[config.mk]
export PLATFORM = sky130hd
export DESIGN_NAME = svr_gain
export DESIGN_NICKNAME = d
export VERILOG_FILES = /design/src/hdl/single_axis_vector_rotator_assert.svh /design/src/hdl/svr_pkg.sv /design/src/hdl/svr_gain.sv
export SDC_FILE = /design/constraint.sdc
export NUM_CORES = 2
export LEC_CHECK = 0
export BUFFER_PORTS_ARGS = -buffer_cell sky130_fd_sc_hd__clkbuf_2
export CORE_MARGIN = 5
export CORE_UTILIZATION = 40
export CTS_CLUSTER_DIAMETER = 120
export DETAILED_ROUTE_END_ITERATION = 7
export PLACE_DENSITY_LB_ADDON = 0.08
export SKIP_CTS_REPAIR_TIMING = 1
export SLEW_MARGIN = 5
export SYNTH_ARGS = -nofsm -noshare
export SYNTH_HDL_FRONTEND = slang
export SYNTH_SLANG_ARGS = --single-unit
[constraint.sdc]
create_clock -name clk -period 9.8 [get_ports clk]
set_input_delay 0.98 -clock clk [delete_from_list [all_inputs] [get_ports clk]]
set_output_delay 0.98 -clock clk [all_outputs]
set_load 0.02 [all_outputs]
[src/hdl/single_axis_vector_rotator_assert.svh]
// assertion macros for the single axis vector rotator
// needs clk and rst_n in the scope of each use
`ifndef SINGLE_AXIS_VECTOR_ROTATOR_ASSERT_SVH
`define SINGLE_AXIS_VECTOR_ROTATOR_ASSERT_SVH

`ifndef SYNTHESIS

`define SVR_ASSERT(lbl, prop) \
    lbl: assert property (@(posedge clk) disable iff (!rst_n) (prop)) \
        else $error("svr assertion failed");

`define SVR_ASSERT_NEXT(lbl, ante, cons) \
    lbl: assert property (@(posedge clk) disable iff (!rst_n) (ante) |=> (cons)) \
        else $error("svr assertion failed");

`else

`define SVR_ASSERT(lbl, prop)

`define SVR_ASSERT_NEXT(lbl, ante, cons)

`endif

`endif

[src/hdl/svr_pkg.sv]
// shared types and constants of the single axis vector rotator
// no dependencies
`timescale 1ns / 1ps

package svr_pkg;

    localparam int GUARD_BITS = 8;
    localparam int TURN_BITS  = 32;
    localparam int TABLE_LEN  = 32;

    // inverse cordic gain, q0.32
    localparam logic [31:0] INV_GAIN = 32'd2608131496;

    // atan(2^-i) in units of 2^-32 turn
    localparam logic [31:0] ATAN_TURNS [TABLE_LEN] = '{
        32'h20000000, 32'h12E4051E, 32'h09FB385B, 32'h051111D4,
        32'h028B0D43, 32'h0145D7E1, 32'h00A2F61E, 32'h00517C55,
        32'h0028BE53, 32'h00145F2F, 32'h000A2F98, 32'h000517CC,
        32'h00028BE6, 32'h000145F3, 32'h0000A2FA, 32'h0000517D,
        32'h000028BE, 32'h0000145F, 32'h00000A30, 32'h00000518,
        32'h0000028C, 32'h00000146, 32'h000000A3, 32'h00000051,
        32'h00000029, 32'h00000014, 32'h0000000A, 32'h00000005,
        32'h00000003, 32'h00000001, 32'h00000001, 32'h00000000
    };

    typedef enum logic [1:0] {
        MODE_X,
        MODE_Y,
        MODE_Z,
        MODE_NONE
    } svr_mode_t;

    typedef enum logic [1:0] {
        QUAD_0,
        QUAD_1,
        QUAD_2,
        QUAD_3
    } svr_quad_t;

endpackage

[src/hdl/svr_gain.sv]
// four-stage gain compensation, guard removal and saturation of one coordinate
// depends on svr_pkg for the gain constant and guard width
`timescale 1ns / 1ps

module svr_gain #(
    parameter int W          = 43,
    parameter int COORD_BITS = 32
) (
    input  logic                         clk,
    input  logic                         en,
    input  logic signed [W-1:0]          w_in,
    output logic signed [COORD_BITS-1:0] res_reg,
    output logic                         sat_reg
);

    import svr_pkg::*;

    localparam int MW = (W > 32) ? W : 33;
    localparam int HW = MW - 32;
    localparam int PW = HW + 33;
    localparam int RW = PW + 1 - GUARD_BITS;

    localparam logic [RW-1:0] LIM_POS = {{(RW-COORD_BITS+1){1'b0}}, {(COORD_BITS-1){1'b1}}};
    localparam logic [RW-1:0] LIM_NEG =
        {{(RW-COORD_BITS){1'b0}}, 1'b1, {(COORD_BITS-1){1'b0}}};

    logic          neg1_reg;
    logic          neg2_reg;
    logic          neg3_reg;
    logic [MW-1:0] mag_reg;
    logic [MW-1:0] mag_next;
    logic [HW+31:0] ph_reg;
    logic [31:0]   pl_reg;
    logic [PW-1:0] psum;
    logic [PW:0]   pround;
    logic [RW-1:0] r_reg;
    logic [COORD_BITS-1:0] r_low;
    logic signed [COORD_BITS-1:0] res_next;
    logic          sat_next;

    // magnitude
    assign mag_next = w_in[W-1] ? MW'(-w_in) : MW'(w_in);

    // floor(m * gain / 2^32) as two partial products
    assign psum    = PW'(ph_reg) + PW'(pl_reg);
    assign pround  = (PW+1)'(psum) + (PW+1)'(1 << (GUARD_BITS - 1));
    assign r_low   = r_reg[COORD_BITS-1:0];

    always_comb
    begin
        sat_next = 1'b0;
        if (!neg3_reg && (r_reg > LIM_POS))
        begin
            sat_next = 1'b1;
            res_next = {1'b0, {(COORD_BITS-1){1'b1}}};
        end
        else if (neg3_reg && (r_reg > LIM_NEG))
        begin
            sat_next = 1'b1;
            res_next = {1'b1, {(COORD_BITS-1){1'b0}}};
        end
        else if (neg3_reg)
        begin
            res_next = signed'(~r_low + 1'b1);
        end
        else
        begin
            res_next = signed'(r_low);
        end
    end

    always_ff @(posedge clk)
    begin
        if (en)
        begin
            neg1_reg <= w_in[W-1];
            mag_reg  <= mag_next;
            neg2_reg <= neg1_reg;
            ph_reg   <= (HW+32)'(mag_reg[MW-1:32]) * (HW+32)'(INV_GAIN);
            pl_reg   <= 32'((64'(mag_reg[31:0]) * 64'(INV_GAIN)) >> 32);
            neg3_reg <= neg2_reg;
            r_reg    <= RW'(pround >> GUARD_BITS);
            res_reg  <= res_next;
            sat_reg  <= sat_next;
        end
    end

endmodule

==> results.cfg <==
[worst_setup_path]
path_common_cell = fa_1
critPathTopFamily = adder cells
cp_slowest_cell = edfxtp_1
worstPathRequired_ns = 10.04
crit_start = mag_reg[11]
r2r-start = mag_reg[11]
critPathBufInv = 6
max_stage_delay_ns = 0.58
end_kind = flop
ff2ff_setup_slack_ns = 1.07
cp_max_fo = 7
r2r-end = pl_reg[30]
crit_cells = 25
crit_arrival_ns = 8.97
start_kind = flop
r2r_cells = 25
path_class = flop to flop

[layout]
nNetsFinal = 4239
largest_reg_flops = 43
area_growth_pct = 7.21
final_cell_mix = 840 x inv_1, 569 x fa_1, 524 x ha_1
drive_gt1_frac = 0.0504
final_common_cell = inv_1

[detailed_routing]
dr_wl_met3_microns = 4620
drtIter0Drc = 1112
first_pass_iters = 5
ant_nets = 0
routedWlPerCell_microns = 21.6
viasPerCell = 5.06
dr.max_layer_used = met5
vias = 21100
dr_wl_met2_microns = 42200
drt-total-wl_microns = 90300
drt-met1-wl_microns = 41700
drc_errors = 0

[synth]
yosysSeqAreaShare = 0.171
ys.flop_type = edfxtp_1
synth-edff-count = 184
syn_area_sq_um = 32300
synth_cell_types = 73
synth_warnings = 0
syn_area_per_cell_sq_um = 10.7
synthArstFlopShare = 0
ys_ff_latch = 184
syn_inst = 3016
synth_nets = 4154

[min_path]
holdCritStartpoint = neg1_reg
holdPathStages = 0
whs_endpoint = neg2_reg
hp-class = flop to flop

[sta]
rsz0062_at_grt = no
post-route-period-util = 0.890
fmaxAchievable_mhz = 115
tns_ns = 0
worst-slew-pin-transition_ns = 1.28
setup_viol = 0
finalHoldViolCount = 0
slew_headroom = 0.139
clock_skew_ns = 0.0284
finalMaxSlewViolations = 0
finalCriticalPeriod_ns = 8.73

[floorplanning]
die_w_microns = 294
die_h_microns = 294
dieArea_sq_um = 86700
row_count = 104
start_util = 0.402
core_sq_um = 80400
num_io_pins = 78

[grt]
gr-usage-all-layers = 0.215
grt_pass1_vias = 23100
grt_pass1_wl_microns = 140000
overflow = 0
antenna_found_initial = 4
grt_max_degree = 101

[clocking]
root_buffer = clkbuf_16
clk_latency_ns = 0.50
cts_inserted_buffers = 17
cts_max_level = 4
path_clk_slew_ns = 0.09
clk_path_buf_depth = 2
cts.sinks = 184
cts_tree = done

[run]
maxCapViolations = 0

[place]
dp_hpwl_microns = 80200
io_buffers = 77
gp_congestion = 0.945

[run_status]
status = finished, final reports clean
kinds of logic after synthesis:
family,Yosys count,synth area share
flops,184,0.171
fa+ha+maj,1093,0.555
xor+xnor,150,0.0406
buf+inv,870,0.101
simple gates,340,0.0548
compound gates,378,0.0772
mux,1,0.000309
per-stage QoR:
step | utilization | setup WS [ns] | hold WS (ns) | cells | cell area (sq um)
after floorplan | - | 2.34 | 0.400 | 3016 | 32300
after global placement | 0.424 | 1.23 | 0.410 | 4142 | 34100
after detailed placement | 0.424 | 1.15 | 0.405 | 4142 | 34100
after CTS | 0.431 | 1.09 | 0.424 | 4173 | 34700
after global routing | 0.431 | 0.515 | 0.427 | 4173 | 34700
final | 0.431 | 1.07 | 0.424 | 4174 | 34700
per-layer routing:
| layer | up-vias | track usage |
|---|---|---|
| li1 | 9846 | - |
| met1 | 10800 | 0.305 |
| met2 | 435 | 0.345 |
| met3 | 70 | 0.0387 |
| met4 | 2 | 0.0508 |
| met5 | - | 0 |
worst max-delay path by stage:
stage                       endpoint
after floorplan           pl_reg[22]
after global placement    pl_reg[28]
after detailed placement  pl_reg[28]
after CTS                 pl_reg[28]
after global routing      pl_reg[30]
final                     pl_reg[30]
cells in the mapped netlist (4+ instances only):
cell type | instances | area, sq um
ha_1 | 524 | 6560
nand3_1 | 25 | 125
xnor2_1 | 101 | 885
fa_1 | 569 | 11400
nand2_1 | 78 | 293
and4_1 | 4 | 35.0
o21ai_0 | 67 | 335
o21bai_1 | 9 | 67.6
o41ai_1 | 4 | 35.0
a21o_1 | 75 | 563
clkbuf_1 | 26 | 97.6
o311ai_2 | 4 | 65.1
and2_1 | 7 | 43.8
inv_1 | 840 | 3150
a211oi_1 | 12 | 90.1
or3_1 | 13 | 81.3
edfxtp_1 | 184 | 5530
a21oi_1 | 115 | 576
o311ai_1 | 6 | 52.6
a21boi_0 | 8 | 60.1
nor3_1 | 25 | 125
a31oi_1 | 4 | 25.0
nor4_1 | 8 | 50.1
and3_1 | 7 | 43.8
nor2_1 | 75 | 282
nand2b_1 | 10 | 62.6
nand4_1 | 38 | 238
xor2_1 | 49 | 429
or2_2 | 7 | 43.8
o211ai_1 | 6 | 45.0
nor2b_1 | 18 | 113
o21a_1 | 8 | 60.1
or4_1 | 7 | 52.6
o31ai_1 | 26 | 195
worst reg2reg max path, delay by kind of cell, from the launching register on:
| family | cells | cell delay (ns) |
|---|---|---|
| flops | 1 | 0.58 |
| fa+ha+maj | 9 | 4.46 |
| xor+xnor | 1 | 0.14 |
| compound gates | 6 | 1.71 |
| simple gates | 3 | 1.10 |
| buf+inv | 6 | 0.49 |
layout make-up:
class | instances | area (sq um)
well taps | 1060 | 1330
clock buffers | 17 | 425
clock inverters | 14 | 171
fillers | 7788 | 45700
diodes | 1 | 2.50
flip-flops and latches | 184 | 5530
repair buffers | 95 | 529
inverters | 841 | 3160
multi-input cells | 1962 | 23500
Power is left out: the tool's default activity adds up to more than one toggle a clock period on the data nets, which glitch-free logic cannot reach.
