--- src/hdl/single_axis_vector_rotator_assert.svh ---
// assertion macros for the single axis vector rotator
// needs clk and rst_n in the scope of each use
`ifndef SINGLE_AXIS_VECTOR_ROTATOR_ASSERT_SVH
`define SINGLE_AXIS_VECTOR_ROTATOR_ASSERT_SVH

`ifndef SYNTHESIS

`define SVR_ASSERT(lbl, prop) \
    lbl: assert property (@(posedge clk) disable iff (!rst_n) (prop)) \
        else $error("svr assertion failed");

`define SVR_ASSERT_NEXT(lbl, ante, cons) \
    lbl: assert property (@(posedge clk) disable iff (!rst_n) (ante) |=> (cons)) \
        else $error("svr assertion failed");

`else

`define SVR_ASSERT(lbl, prop)

`define SVR_ASSERT_NEXT(lbl, ante, cons)

`endif

`endif

--- src/hdl/svr_pkg.sv ---
// shared types and constants of the single axis vector rotator
// no dependencies
`timescale 1ns / 1ps

package svr_pkg;

    localparam int GUARD_BITS = 8;
    localparam int TURN_BITS  = 32;
    localparam int TABLE_LEN  = 32;

    // inverse cordic gain, q0.32
    localparam logic [31:0] INV_GAIN = 32'd2608131496;

    // atan(2^-i) in units of 2^-32 turn
    localparam logic [31:0] ATAN_TURNS [TABLE_LEN] = '{
        32'h20000000, 32'h12E4051E, 32'h09FB385B, 32'h051111D4,
        32'h028B0D43, 32'h0145D7E1, 32'h00A2F61E, 32'h00517C55,
        32'h0028BE53, 32'h00145F2F, 32'h000A2F98, 32'h000517CC,
        32'h00028BE6, 32'h000145F3, 32'h0000A2FA, 32'h0000517D,
        32'h000028BE, 32'h0000145F, 32'h00000A30, 32'h00000518,
        32'h0000028C, 32'h00000146, 32'h000000A3, 32'h00000051,
        32'h00000029, 32'h00000014, 32'h0000000A, 32'h00000005,
        32'h00000003, 32'h00000001, 32'h00000001, 32'h00000000
    };

    typedef enum logic [1:0] {
        MODE_X,
        MODE_Y,
        MODE_Z,
        MODE_NONE
    } svr_mode_t;

    typedef enum logic [1:0] {
        QUAD_0,
        QUAD_1,
        QUAD_2,
        QUAD_3
    } svr_quad_t;

endpackage

--- src/hdl/svr_cordic_stage.sv ---
// one registered cordic micro-rotation with a fixed shift
// depends on svr_pkg for the arctangent table
`timescale 1ns / 1ps

module svr_cordic_stage #(
    parameter int W     = 43,
    parameter int SHIFT = 0
) (
    input  logic                                 clk,
    input  logic                                 en,
    input  logic signed [W-1:0]                  u_in,
    input  logic signed [W-1:0]                  v_in,
    input  logic signed [svr_pkg::TURN_BITS-1:0] z_in,
    output logic signed [W-1:0]                  u_reg,
    output logic signed [W-1:0]                  v_reg,
    output logic signed [svr_pkg::TURN_BITS-1:0] z_reg
);

    import svr_pkg::*;

    localparam logic signed [TURN_BITS-1:0] STEP = ATAN_TURNS[SHIFT];

    logic signed [W-1:0]         du;
    logic signed [W-1:0]         dv;
    logic signed [W-1:0]         u_next;
    logic signed [W-1:0]         v_next;
    logic signed [TURN_BITS-1:0] z_next;

    assign du = v_in >>> SHIFT;
    assign dv = u_in >>> SHIFT;

    always_comb
    begin
        if (!z_in[TURN_BITS-1])
        begin
            u_next = u_in - du;
            v_next = v_in + dv;
            z_next = z_in - STEP;
        end
        else
        begin
            u_next = u_in + du;
            v_next = v_in - dv;
            z_next = z_in + STEP;
        end
    end

    always_ff @(posedge clk)
    begin
        if (en)
        begin
            u_reg <= u_next;
            v_reg <= v_next;
            z_reg <= z_next;
        end
    end

endmodule

--- config.mk ---
export PLATFORM = sky130hd
export DESIGN_NAME = svr_cordic_stage
export DESIGN_NICKNAME = d
export VERILOG_FILES = /design/src/hdl/single_axis_vector_rotator_assert.svh /design/src/hdl/svr_pkg.sv /design/src/hdl/svr_cordic_stage.sv
export SDC_FILE = /design/constraint.sdc
export NUM_CORES = 1
export LEC_CHECK = 0
export ABC_AREA = 1
export BUFFER_PORTS_ARGS = -buffer_cell sky130_fd_sc_hd__clkbuf_2
export CAP_MARGIN = 20
export CORE_MARGIN = 1
export CORE_UTILIZATION = 55
export CTS_CLUSTER_DIAMETER = 40
export DETAILED_ROUTE_END_ITERATION = 6
export GPL_TIMING_DRIVEN = 0
export PLACE_DENSITY = 0.78
export RECOVER_POWER = 100
export SETUP_SLACK_MARGIN = 0.3
export SYNTH_ARGS = -nofsm -noshare
export SYNTH_HDL_FRONTEND = slang
export SYNTH_SLANG_ARGS = --single-unit
--- constraint.sdc ---
create_clock -name clk -period 2.6 [get_ports clk]
set_input_delay 0 -clock clk [delete_from_list [all_inputs] [get_ports clk]]
set_output_delay 0 -clock clk [all_outputs]
set_load 0.02 [all_outputs]
==> results of run 1 <==
==> cells by family after synthesis <==
group / Yosys count
adder cells (fa/ha/maj): 145
flip-flops: 117
buffers and inverters: 483
multiplexers: 2
AO/OA/AOI/OAI: 246
XOR/XNOR: 28
AND/OR/NAND/NOR: 1322
==> worst max-delay path by stage <==
stage	slack (ps)	cells after the start	end
3_3_place_gp	20	16	v_reg[32]
3_5_place_dp	6	16	v_reg[32]
6_report	60	5	z_reg[30]
2_1_floorplan	750	12	u_reg[16]
4_1_cts	450	16	v_reg[32]
5_1_grt	140	16	u_reg[32]
==> timing repair <==
action                                  in CTS  in global routing
endpoints found under the setup margin       0                  8
gates resized for setup                      0                  4
endpoints found under the hold margin       32                  0
hold buffers                                32                  0
==> per-layer routing <==
layer	track usage (%)	part of all wire (%)
met1	54.8	39
met2	70.6	44
met3	8.54	12
met4	24.1	5.4
met5	0	0
==> area by class of cell <==
cell class,instances,share of cell area (%)
Buffer,58,2.20
Multi-Input combinational cell,1743,53.4
Antenna cell,2,0.0298
Clock buffer,18,2.56
Sequential cell,117,20.9
Timing Repair Buffer,268,8.01
Tap cell,335,2.50
Clock inverter,14,0.857
Inverter,425,9.50
==> power by group <==
part | switching, mW | internal [mW] | total (mW)
combinational | 2.53 | 0.987 | 3.52
clock | 1.11 | 1.35 | 2.46
sequential | 0.0682 | 2.39 | 2.46
total | 3.71 | 4.73 | 8.44
==> synth_stat cells (11+ instances only) <==
master / instances
nand2_1: 828
xor2_1: 27
nand2_2: 13
edfxtp_1: 117
o22ai_1: 11
buf_2: 14
ha_1: 141
nor2_1: 200
buf_4: 29
nand4_1: 11
o21bai_1: 27
nand3_1: 201
nor2_2: 34
inv_1: 419
a21oi_1: 112
o21ai_0: 64
==> through the flow <==
stage	utilization, %	setup slack [ps]	hold WS (ps)	instances
floorplan	-	754	98.9	2343
global placement	62.0	18.1	178	2914
detailed placement	62.0	6.36	182	2914
CTS	65.4	445	101	2978
global route	64.6	139	145	2978
finish	64.6	61.1	112	2980
==> results_dict.tcl, run 1 <==
set metrics [dict create \
    status "finished with violations" \
    failed_checks "max-capacitance violations, max-slew violations" \
    relSlewSlack_pct -99.4 \
    fmax_ghz 0.394 \
    grt.total_usage_pct 43.7 \
    holdPathStages 5 \
    cts_tree "done" \
    io_pins 238 \
    hold_path_end "u_reg[42]" \
    core_mm2 0.0260 \
    place_area_mm2 0.0161 \
    critical_path.cell_chain "clkbuf_1, clkinv_1, clkbuf_1, clkbuf_1, fa_1" \
    dieWidth_um 164 \
    peakVddDrop_mv 0.401 \
    wl_per_cell_um 20.1 \
    drv_cap 1 \
    clock_sinks 117 \
    grt_pass1_wl_mm 86.7 \
    regArea_mm2 0.00351 \
    drc 0 \
    critPathBufInv 4 \
    synthAdderAreaFrac_pct 12.7 \
    initial_core_util_pct 55.8 \
    synth-async-reset-ratio_pct 0 \
    most-common-layout-cells "nand2_1 (828), inv_1 (419), nand3_1 (203)" \
    ys_seq_area_share_pct 24.2 \
    total_power_mw 8.44 \
    finalHoldViolCount 0 \
    wl_mm 59.8 \
    syn_to_final_growth_pct 15.8 \
    fin_crit_sh_pct 97.7 \
    synth_nets 2608 \
    p_leak_nw 9.06 \
    cts_max_level 4 \
    clk_pin_slew_ps 70 \
    cpPeakStageDelay_ps 1100 \
    multiInputGateArea_mm2 0.00897 \
    worst_hold_path_type "in -> reg" \
    grt.overflow.total 0 \
    place.gp.congestion 0.993 \
    synth_area_mm2 0.0145 \
    endpoint_kind "flip-flop" \
    routed-via-count 16800 \
    cts.path.max_buffers 2 \
    min_from "v_in[42]" \
    critPathSlowestCell "clkbuf_1" \
    grt_pass1_vias 15700 \
    slew_viol_final 118 \
    drive_gt1_share_pct 9.76 \
    yosys_register_bits 117 \
    start_kind "primary input" \
    synth_cell_types 43 \
    synth_area_leaders "edfxtp_1 (24%), nand2_1 (21%), ha_1 (12%), inv_1 (11%), nand3_1 (6.9%)" \
    worst_ep_arrival_time_ps 2710 \
    largest_reg_flops 43 \
    final_common_cell "nand2_1" \
    synth-xor-area-share_pct 1.69 \
    clockRootBuffer "clkbuf_16" \
    detail-route-antenna-nets 0 \
    numCtsBuffers 17 \
    row_count 59 \
    yosysWarnings 0 \
    drt_first_iter_violations 2119 \
    cp_max_fo 10 \
    final-setup-viol-count 0 \
    firstDrtPassIters 7 \
    rsz0062_at_grt "yes" \
    via_per_inst 5.65 \
    nNetsFinal 2895 \
    synth-simple-area-share_pct 37.8 \
    cellPowerDensity_mw_per_mm2 503 \
    dieArea_mm2 0.0270 \
    synth_ff_type "edfxtp_1" \
    path_delay_family "buffers and inverters" \
    setup_tns_ps 0 \
    design_area_mm2 0.0168 \
    fin_crit_ps 2540 \
    synth_compound_area_share_pct 9.83 \
    dp_hpwl_mm 48.0 \
    synth.largest_area_cell "edfxtp_1" \
    critPathRequiredTime_ps 2770 \
    synth_top_family_by_area "simple AND/OR/NAND/NOR gates" \
    post_cts_buffers 0 \
    worstSetupStartpoint "z_in[31]" \
    worstMarginPinSlew_ps 2990 \
    cpMostUsedCell "clkbuf_1" \
    synthMuxAreaShare_pct 0.138 \
    die_y_um 164 \
    synth_top_area_share_pct 24.2 \
    crit_type "in -> reg" \
    synth-edff-count 117 \
    postSynthAreaPerCell_um2 6.19 \
    numPortBuffers 236 \
    antenna_found_initial 0 \
    fillCellCount 2527 \
    grt_max_degree 118 \
    syn_inst 2343 \
]
No activity file was read; power rests on OpenSTA's default activity.
==> run 2: changes to the inputs <==
Settings changed: CTS_BUF_LIST set to sky130_fd_sc_hd__clkbuf_4 sky130_fd_sc_hd__clkbuf_8, TNS_END_PERCENT set to 100.
==> run 2 against run 1 <==
  * The run still ends with max-capacitance violations, max-slew violations left
  * Cell count barely moved
  * Sequential cell count stayed put
  * Global-route usage shrank 0.23 points
  * Worst hold slack worse by 35 ps
  * Largest cell class unchanged
  * Sequential share of layout area grew 0.24 points
  * Critical path type unchanged
  * Via count fell by 0.44%
  * Sequential power about the same
  * Combinational power hardly changed
  * Fmax grew 3.9%
  * Critical path depth unchanged
  * Routed wire length down 0.73%
  * Clock-buffer cell count is the same
==> results_dict.tcl, run 2 (synthesis gave the netlist of run 1 again) <==
set metrics [dict create \
    crit_type "in -> reg" \
    dieWidth_um 164 \
    via_per_inst 5.63 \
    worstMarginPinSlew_ps 3010 \
    p_leak_nw 8.98 \
    rsz0062_at_grt "no" \
    cts.path.max_buffers 2 \
    failed_checks "max-capacitance violations, max-slew violations" \
    clock_sinks 117 \
    detail-route-antenna-nets 0 \
    clockRootBuffer "clkbuf_8" \
    io_pins 238 \
    dieArea_mm2 0.0270 \
    dp_hpwl_mm 48.0 \
    setup_tns_ps 0 \
    initial_core_util_pct 55.8 \
    relSlewSlack_pct -101 \
    dp_slack_ps 6.36 \
    hold_path_end "u_reg[42]" \
    dp.cells 2914 \
    worst_hold_path_type "in -> reg" \
    fmax_ghz 0.409 \
    routed-via-count 16800 \
    drv_cap 1 \
    drive_gt1_share_pct 9.88 \
    cts_tree "done" \
    nNetsFinal 2895 \
    critPathRequiredTime_ps 2810 \
    endpoint_kind "flip-flop" \
    utilization_pct 63.9 \
    drt_first_iter_violations 2161 \
    worst_ep_arrival_time_ps 2660 \
    start_kind "primary input" \
    setup_ws_ps 157 \
    antenna_cells 0 \
    final_common_cell "nand2_1" \
    numPortBuffers 236 \
    die_y_um 164 \
    fin_crit_ps 2440 \
    grt_max_degree 118 \
    grt.total_usage_pct 43.5 \
    antenna_found_initial 1 \
    min_from "v_in[42]" \
    syn_to_final_growth_pct 14.4 \
    wl_mm 59.4 \
    grt.overflow.total 0 \
    firstDrtPassIters 6 \
    fin_crit_sh_pct 94.0 \
    place_area_mm2 0.0161 \
    largest_reg_flops 43 \
    peakVddDrop_mv 0.334 \
    cellPowerDensity_mw_per_mm2 470 \
    cp_max_fo 10 \
    row_count 59 \
    final-setup-viol-count 0 \
    final_cells 2978 \
    most-common-layout-cells "nand2_1 (828), inv_1 (419), nand3_1 (203)" \
    slew_viol_final 118 \
    grt_pass1_wl_mm 86.3 \
    wl_per_cell_um 19.9 \
    finalHoldViolCount 0 \
    grt_pass1_vias 15600 \
    core_mm2 0.0260 \
    drc 0 \
    design_area_mm2 0.0166 \
    place.gp.congestion 0.993 \
    cts_max_level 4 \
    holdPathStages 5 \
    clk_pin_slew_ps 100 \
    status "finished with violations" \
    numCtsBuffers 17 \
]
run 2: cell count changes in the layout (fill, tap and decap cells not counted), sizes merged:
cell    change
diode       -2
clkbuf      +1
buf         -1
run 2: worst max-delay path, stage by stage:
cell and delay, ps:
clkbuf_1 170, clkinv_1 150, clkbuf_1 650, clkbuf_1 1090, fa_1 590
run 2: final cells by class:
class / count / area [um2]
fill: 2542 / 9390
clock buffer: 18 / 241
clock inverter: 14 / 144
timing repair buffer: 268 / 1350
buffer: 58 / 365
tap: 335 / 419
multi-input combinational: 1743 / 8970
sequential: 117 / 3510
inverter: 425 / 1600
run 2: worst max-delay path by stage:
| stage | slack [ps] | cells past startpoint | endpoint | start |
|---|---|---|---|---|
| after floorplan | 750 | 12 | u_reg[16] | u_in[0] |
| after detailed placement | 6 | 16 | v_reg[32] | v_in[0] |
| after global routing | 160 | 16 | v_reg[32] | v_in[0] |
| after CTS | 480 | 16 | v_reg[32] | v_in[0] |
| after global placement | 20 | 16 | v_reg[32] | v_in[0] |
| final | 160 | 5 | z_reg[30] | z_in[31] |
run 2: per-stage QoR:
step           power (mW)  hold slack, ps
5_1_grt              8.10             107
4_1_cts              7.69            69.3
2_1_floorplan        4.67            98.9
3_5_place_dp         5.88             182
3_3_place_gp         5.81             178
6_report             7.79            77.3
run 2: timing repair:
| item | 4_1_cts | 5_1_grt |
|---|---|---|
| hold endpoints to repair | 33 | 0 |
| gates resized for setup | 0 | 2 |
| setup buffers | 0 | 0 |
| hold buffers | 32 | 0 |
| setup endpoints to repair | 0 | 1 |
run 2: metal layers:
metal | GRT usage, % | wire length [um]
met2 | 70.7 | 26300
met1 | 54.7 | 23000
met5 | 0 | 13
met4 | 22.4 | 3150
met3 | 8.51 | 6920
run 2: where the power goes:
group / leakage (nW) / total (mW) / internal (mW) / switching (mW)
logic: 7.65 / 3.51 / 0.986 / 2.52
clock network: 0.185 / 1.83 / 0.798 / 1.03
registers: 1.14 / 2.46 / 2.39 / 0.0685
